### src/design/sst_pkg.sv
// Shared types, token kinds, character codes and keyword table of the source tokenizer.
package sst_pkg;

	// One source byte as it arrives on the input channel.
	typedef struct packed {
		logic [7:0] source_byte;
		logic       end_of_source;
	} src_item_t;

	// One token as it leaves on the output channel.
	typedef struct packed {
		logic [5:0]  token_kind;
		logic [23:0] start_offset;
		logic [23:0] end_offset;
		logic [15:0] token_line;
		logic [15:0] token_column;
		logic        lex_error;
		logic        final_token;
	} tok_item_t;

	// Up to four tokens produced by one source byte, handed from lexer to queue.
	typedef struct packed {
		logic                 push;
		logic [2:0]           cnt;
		tok_item_t [3:0]      item;
	} tok_burst_t;

	// Lexer modes.
	typedef enum logic [3:0] {
		M_BOM0,
		M_BOM1,
		M_BOM2,
		M_IDLE,
		M_COMMENT,
		M_SLASH,
		M_NBSP,
		M_INT,
		M_DOT,
		M_FRAC,
		M_WORD,
		M_OP,
		M_STR,
		M_ESC
	} lex_mode_t;

	// Token kinds that the lexer names directly.
	localparam logic [5:0] KD_IDENT   = 6'd0;
	localparam logic [5:0] KD_NUMBER  = 6'd1;
	localparam logic [5:0] KD_STRING  = 6'd2;
	localparam logic [5:0] KD_KW_BASE = 6'd3;
	localparam logic [5:0] KD_DIV     = 6'd36;
	localparam logic [5:0] KD_DIV_SET = 6'd37;
	localparam logic [5:0] KD_DOT     = 6'd62;
	localparam logic [6:0] KIND_NONE  = 7'd64;

	// Character codes.
	localparam logic [7:0] CH_BOM0   = 8'hEF;
	localparam logic [7:0] CH_BOM1   = 8'hBB;
	localparam logic [7:0] CH_BOM2   = 8'hBF;
	localparam logic [7:0] CH_NBSP0  = 8'hC2;
	localparam logic [7:0] CH_NBSP1  = 8'hA0;
	localparam logic [7:0] CH_LF     = 8'h0A;
	localparam logic [7:0] CH_SLASH  = 8'h2F;
	localparam logic [7:0] CH_EQ     = 8'h3D;
	localparam logic [7:0] CH_PERIOD = 8'h2E;
	localparam logic [7:0] CH_BSLASH = 8'h5C;
	localparam logic [7:0] CH_DQUOTE = 8'h22;
	localparam logic [7:0] CH_SQUOTE = 8'h27;
	localparam logic [7:0] CH_UNDER  = 8'h5F;

	// Keywords, each padded with spaces to seven characters.
	localparam int KW_COUNT = 25;
	localparam logic [55:0] KW_TEXT [KW_COUNT] = '{
		"and    ", "break  ", "case   ", "catch  ", "default", "switch ", "struct ",
		"else   ", "false  ", "fn     ", "for    ", "foreach", "if     ", "in     ",
		"is     ", "null   ", "or     ", "print  ", "println", "return ", "true   ",
		"try    ", "using  ", "var    ", "while  "
	};
	localparam logic [2:0] KW_LEN [KW_COUNT] = '{
		3'd3, 3'd5, 3'd4, 3'd5, 3'd7, 3'd6, 3'd6, 3'd4, 3'd5, 3'd2, 3'd3, 3'd7, 3'd2,
		3'd2, 3'd2, 3'd4, 3'd2, 3'd5, 3'd7, 3'd6, 3'd4, 3'd3, 3'd5, 3'd3, 3'd5
	};

	function automatic logic is_digit(input logic [7:0] c);
		return (c >= 8'h30) && (c <= 8'h39);
	endfunction

	function automatic logic is_alpha(input logic [7:0] c);
		return ((c >= 8'h61) && (c <= 8'h7A)) || ((c >= 8'h41) && (c <= 8'h5A));
	endfunction

	function automatic logic is_blank(input logic [7:0] c);
		return (c == 8'h20) || (c == 8'h09) || (c == 8'h0D) || (c == 8'h0B) || (c == 8'h0C);
	endfunction

	// Single-character tokens that never pair with a following byte.
	function automatic logic [6:0] lone_kind(input logic [7:0] c);
		logic [6:0] k;
		unique case (c)
			8'h5E:   k = 7'd52;
			8'h7E:   k = 7'd53;
			8'h28:   k = 7'd54;
			8'h29:   k = 7'd55;
			8'h7B:   k = 7'd56;
			8'h7D:   k = 7'd57;
			8'h5B:   k = 7'd58;
			8'h5D:   k = 7'd59;
			8'h3B:   k = 7'd60;
			8'h2C:   k = 7'd61;
			8'h2E:   k = 7'd62;
			8'h3A:   k = 7'd63;
			default: k = KIND_NONE;
		endcase
		return k;
	endfunction

	// Operators that may be the first of two characters.
	function automatic logic [6:0] lead_kind(input logic [7:0] c);
		logic [6:0] k;
		unique case (c)
			8'h2B:   k = 7'd28;
			8'h2D:   k = 7'd31;
			8'h2A:   k = 7'd34;
			8'h25:   k = 7'd38;
			8'h3D:   k = 7'd40;
			8'h21:   k = 7'd42;
			8'h3C:   k = 7'd44;
			8'h3E:   k = 7'd47;
			8'h26:   k = 7'd50;
			8'h7C:   k = 7'd51;
			default: k = KIND_NONE;
		endcase
		return k;
	endfunction

	// Two-character operators; the logical and/or share the keyword kinds.
	function automatic logic [6:0] pair_kind(input logic [7:0] h, input logic [7:0] c);
		logic [6:0] k;
		k = KIND_NONE;
		unique case (h)
			8'h2B: begin
				if (c == 8'h2B) k = 7'd29;
				else if (c == CH_EQ) k = 7'd30;
			end
			8'h2D: begin
				if (c == 8'h2D) k = 7'd32;
				else if (c == CH_EQ) k = 7'd33;
			end
			8'h2A: if (c == CH_EQ) k = 7'd35;
			8'h25: if (c == CH_EQ) k = 7'd39;
			8'h3D: if (c == CH_EQ) k = 7'd41;
			8'h21: if (c == CH_EQ) k = 7'd43;
			8'h3C: begin
				if (c == CH_EQ) k = 7'd45;
				else if (c == 8'h3C) k = 7'd46;
			end
			8'h3E: begin
				if (c == CH_EQ) k = 7'd48;
				else if (c == 8'h3E) k = 7'd49;
			end
			8'h26: if (c == 8'h26) k = 7'd3;
			8'h7C: if (c == 8'h7C) k = 7'd19;
			default: k = KIND_NONE;
		endcase
		return k;
	endfunction

endpackage

### src/design/sst_queue.sv
// Token queue: takes bursts of up to four tokens and delivers one token per beat.
module sst_queue import sst_pkg::*; (
	input  logic       clk,
	input  logic       arst_n,
	input  tok_burst_t burst,
	output logic       room,
	output logic       tok_valid,
	input  logic       tok_ready,
	output tok_item_t  tok_data
);

	localparam int DEPTH = 8;
	localparam int AW    = $clog2(DEPTH);

	tok_item_t       mem_q [DEPTH];
	logic [AW-1:0]   wr_q;
	logic [AW-1:0]   rd_q;
	logic [AW:0]     count_q;
	logic            pop;
	logic [AW:0]     add;

	// Space for a whole burst is needed before a source byte is taken.
	assign room      = (count_q <= (AW+1)'(DEPTH - 4));
	assign tok_valid = (count_q != '0);
	assign tok_data  = mem_q[rd_q];
	assign pop       = tok_valid && tok_ready;
	assign add       = burst.push ? (AW+1)'(burst.cnt) : '0;

	// Entry storage.
	always_ff @(posedge clk) begin
		for (int i = 0; i < 4; i++) begin
			if (burst.push && (i < int'(burst.cnt)))
				mem_q[wr_q + AW'(i)] <= burst.item[i];
		end
	end

	// Pointers and fill level.
	always_ff @(posedge clk or negedge arst_n) begin
		if (!arst_n) begin
			wr_q    <= '0;
			rd_q    <= '0;
			count_q <= '0;
		end else begin
			wr_q    <= wr_q + AW'(add);
			rd_q    <= rd_q + AW'(pop);
			count_q <= count_q + add - (AW+1)'(pop);
		end
	end

endmodule
### config.mk
export PLATFORM = sky130hd
export DESIGN_NAME = sst_queue
export DESIGN_NICKNAME = d
export VERILOG_FILES = /design/src/design/sst_pkg.sv /design/src/design/sst_queue.sv
export SDC_FILE = /design/constraint.sdc
export NUM_CORES = 2
export LEC_CHECK = 0
export BUFFER_PORTS_ARGS = -buffer_cell sky130_fd_sc_hd__clkbuf_2
export CAP_MARGIN = 20
export CORE_ASPECT_RATIO = 0.8
export CORE_UTILIZATION = 35
export DETAILED_ROUTE_END_ITERATION = 16
export PLACE_DENSITY = 0.5
export SLEW_MARGIN = 20
export SYNTH_ARGS = -nofsm -noshare
export SYNTH_HDL_FRONTEND = slang
export SYNTH_SLANG_ARGS = --single-unit
### constraint.sdc
create_clock -name clk -period 10.9 [get_ports clk]
set_input_delay 2.18 -clock clk [delete_from_list [all_inputs] [get_ports clk]]
set_output_delay 2.18 -clock clk [all_outputs]
set_load 0.03 [all_outputs]
==> impl_metrics.yaml <==
cts:
  clock-sinks: 714
  cts.htree.levels: 3
  clock_slew_seen_by_the_registers_of_the_worst_setup_and_hold_paths_ns: 0.07
  post_cts_buffers: 0
  number_of_buffers_on_the_longest_clock_path: 3
  clock_tree_from_tritoncts: "yes"
  clk-insertion-delay-late_ns: 0.70
  cts_resized: 0
  cts_inserted_buffers: 85
  cts_root_buf: "sky130_fd_sc_hd__clkbuf_16"
  post_cts_hold_buffer_count: 0
yosys:
  yosys_register_bits: 714
  syn_nets: 5051
  mappedNetlistArea_um2: 44430
  async_set_or_reset_flop_fraction_in_the_synthesized_netlist_pct: 1.401
  ys_types: 43
  library_cell_occupying_the_most_area_in_the_post_synthesis_netlist: "sky130_fd_sc_hd__edfxtp_1"
  number_of_enable_type_register_cells_in_the_synthesized_netlist: 704
  synth_top_area_share_pct: 47.58
  synthCells: 4679
  yosys-top-cells-area: "sky130_fd_sc_hd__edfxtp_1 (48%), sky130_fd_sc_hd__nand2_1 (12%), sky130_fd_sc_hd__a31oi_1 (9.8%)"
  ys_seq_area_share_pct: 48.14
  syn-mean-instance-area_um2: 9.496
  synth-main-ff-cell: "sky130_fd_sc_hd__edfxtp_1"
  yosys_warnings: 0
run:
  max_cap_viol_count: 0
power_and_ir_drop:
  worst_ir_drop_vdd_mv: 0.2741
  cell_pwr_density_nw_per_um2: 329.7
  p_leak_nw: 17.42
timing:
  layout_min_cycle_time_ns: 6.389
  tightestPinTransition_ns: 1.249
  relSlewSlack_pct: 16.71
  timing.fmax_ghz: 0.1565
  finalHoldViolCount: 0
  timing.final.ws_setup_ns: 4.511
  post-route-period-util_pct: 58.61
  clock_skew_ns: 0.02844
  final-max-slew-violation-count: 0
  rsz0062_at_grt: "false"
  final.setup.tns_ns: 0
  finalSetupViolCount: 0
hold_path:
  hold_class: "reg -> reg"
  hold_start: "count_q[0]$_DFF_PN0_"
  whs_endpoint: "count_q[0]$_DFF_PN0_"
  timing.hold.worst_path_depth: 1
final_layout:
  layout.nets: 4891
  seqCellArea_um2: 21400
  multi_input_comb_area_um2: 20100
  stdcell_area_um2: 49340
  layout.cells.most_common: "sky130_fd_sc_hd__nand2_1"
  areaGrowthSynthToFinish_pct: 11.05
  most-common-layout-cells: "sky130_fd_sc_hd__nand2_1 (1393), sky130_fd_sc_hd__edfxtp_1 (704), sky130_fd_sc_hd__o22ai_1 (693), sky130_fd_sc_hd__a31oi_1 (693), sky130_fd_sc_hd__clkbuf_2 (448)"
  fill_cells: 12139
  drive_above_1_share_pct: 21.17
critical_path:
  worst-setup-path-type: "reg -> out"
  rrSetupSlack_ns: 5.96
  crit_end_category: "output pin"
  worst_ep_required_time_ns: 8.72
  crit_path_start_kind: "register"
  number_of_cells_traversed_by_the_worst_register_to_register_path: 9
  crit_arrival_ns: 4.21
  critical_path.max_fanout: 39
  r2r-end: "mem_q[3][62]$_DFFE_PP_"
  timing.rr.start: "wr_q[0]$_DFF_PN0_"
route:
  wl_per_cell_um: 35.08
  iteration_count_of_the_initial_detailed_routing_pass: 6
  drt.antenna.violating_nets: 0
  route.detailed.drc: 0
  drc_violation_total_after_the_first_tritonroute_iteration: 6808
  via_per_inst: 6.724
  wl_um: 219700
  detailroute.via_count: 42106
floorplan:
  core_area_um2: 125500
  boundaryPins: 449
  floorplan.initialDensity_pct: 35.39
  num_rows: 116
  die_w_um: 400.4
  die_height_um: 320.7
  die_area_um2: 128400
placed_design:
  place_congestion: 0.8246
  detailed_place_hpwl_um: 117300
  dpl_cell_area_um2: 46560
  placement.io_buffers: 448
  post-place-ws_ns: 4.887
outcome:
  outcome: "finished clean"
global_routing:
  grt_start_max_net_pins: 102
  antenna_violations_before_repair: 62
  grt_pass1_wl_um: 307000
  globalRouteOverflowTotal: 0
  grt_resource_usage_total_pct: 33.12
  grt_pass1_vias: 39836
metrics by stage:
stage	std cells	util (%)	power, mW	hold slack (ns)
CTS	6233	39.21	16.14	0.5225
floorplan	4679	-	10.41	0.4765
detailed placement	6082	37.09	13.26	0.5084
global placement	6082	37.09	13.19	0.5055
global route	6256	39.29	16.74	0.5539
finish	6262	39.30	16.27	0.5218
worst max path at each step:
stage                                 start                     end  slack (ns)
after floorplan                  burst[355]   mem_q[2][0]$_DFFE_PP_        3.48
after global placement           burst[353]  mem_q[5][41]$_DFFE_PP_        4.96
after detailed placement         burst[353]  mem_q[5][41]$_DFFE_PP_        4.89
after CTS                 rd_q[0]$_DFF_PN0_            tok_data[37]        4.40
after global routing      rd_q[0]$_DFF_PN0_            tok_data[37]        4.24
final                     rd_q[0]$_DFF_PN0_            tok_data[37]        4.51
state kept, by name, summed over array words and instances (netlist names):
signal / cells
wr_q: 3
count_q: 4
mem_q: 704
rd_q: 3
cell type report:
| type | count | area share (%) |
|---|---|---|
| diodes | 27 | 0.1369 |
| flip-flops and latches | 714 | 43.37 |
| inverters | 13 | 0.09889 |
| clock inverters | 42 | 0.7835 |
| well taps | 1652 | 4.189 |
| multi-input cells | 3165 | 40.74 |
| clock buffers | 109 | 4.620 |
| repair buffers | 540 | 6.060 |
per-layer routing:
| metal | GRT usage, % | wire length, um |
|---|---|---|
| met1 | 45.75 | 86710 |
| met2 | 48.65 | 94840 |
| met5 | 0 | 378 |
| met4 | 12.24 | 7624 |
| met3 | 10.08 | 30090 |
cell usage after synthesis (5+ instances only):
library cell                  n
sky130_fd_sc_hd__a221o_1      8
sky130_fd_sc_hd__a22o_1       8
sky130_fd_sc_hd__a31oi_1    693
sky130_fd_sc_hd__and2_1       9
sky130_fd_sc_hd__buf_1      319
sky130_fd_sc_hd__buf_2      103
sky130_fd_sc_hd__clkbuf_1   353
sky130_fd_sc_hd__clkbuf_2     9
sky130_fd_sc_hd__dfrtp_1     10
sky130_fd_sc_hd__edfxtp_1   704
sky130_fd_sc_hd__ha_1        11
sky130_fd_sc_hd__inv_1       12
sky130_fd_sc_hd__mux2_2      88
sky130_fd_sc_hd__mux2i_1      9
sky130_fd_sc_hd__mux4_2     176
sky130_fd_sc_hd__nand2_1   1393
sky130_fd_sc_hd__nand2b_1     5
sky130_fd_sc_hd__nor2_1       6
sky130_fd_sc_hd__nor3_2       6
sky130_fd_sc_hd__o211ai_1     9
sky130_fd_sc_hd__o22ai_1    693
sky130_fd_sc_hd__or3_1       16
critical path: stages (launching register included):
cell and delay, ns:
sky130_fd_sc_hd__dfrtp_4 0.78, sky130_fd_sc_hd__buf_4 0.83, sky130_fd_sc_hd__buf_4 0.68, sky130_fd_sc_hd__mux4_2 0.64
sky130_fd_sc_hd__mux2_2 0.31, sky130_fd_sc_hd__clkbuf_2 0.19
where the power goes:
group          internal, mW  switching (mW)  total, mW  leakage [nW]
Sequential             4.84           0.411       5.25          6.61
Combinational          2.54            5.58       8.12          9.50
Clock                  1.64            1.25       2.89          1.31
Total                  9.02            7.25       16.3          17.4
logic make-up after synthesis:
kind of cell	after synthesis	synth area share, %
flip-flops	714	48.14
multiplexers	273	11.35
XOR/XNOR	10	0.2309
AND/OR/NAND/NOR	1451	12.64
buffers and inverters	800	7.107
AO/OA/AOI/OAI	1418	20.13
adder cells (fa/ha/maj)	13	0.3999
Note: power is estimated with default switching activity, not from simulation.
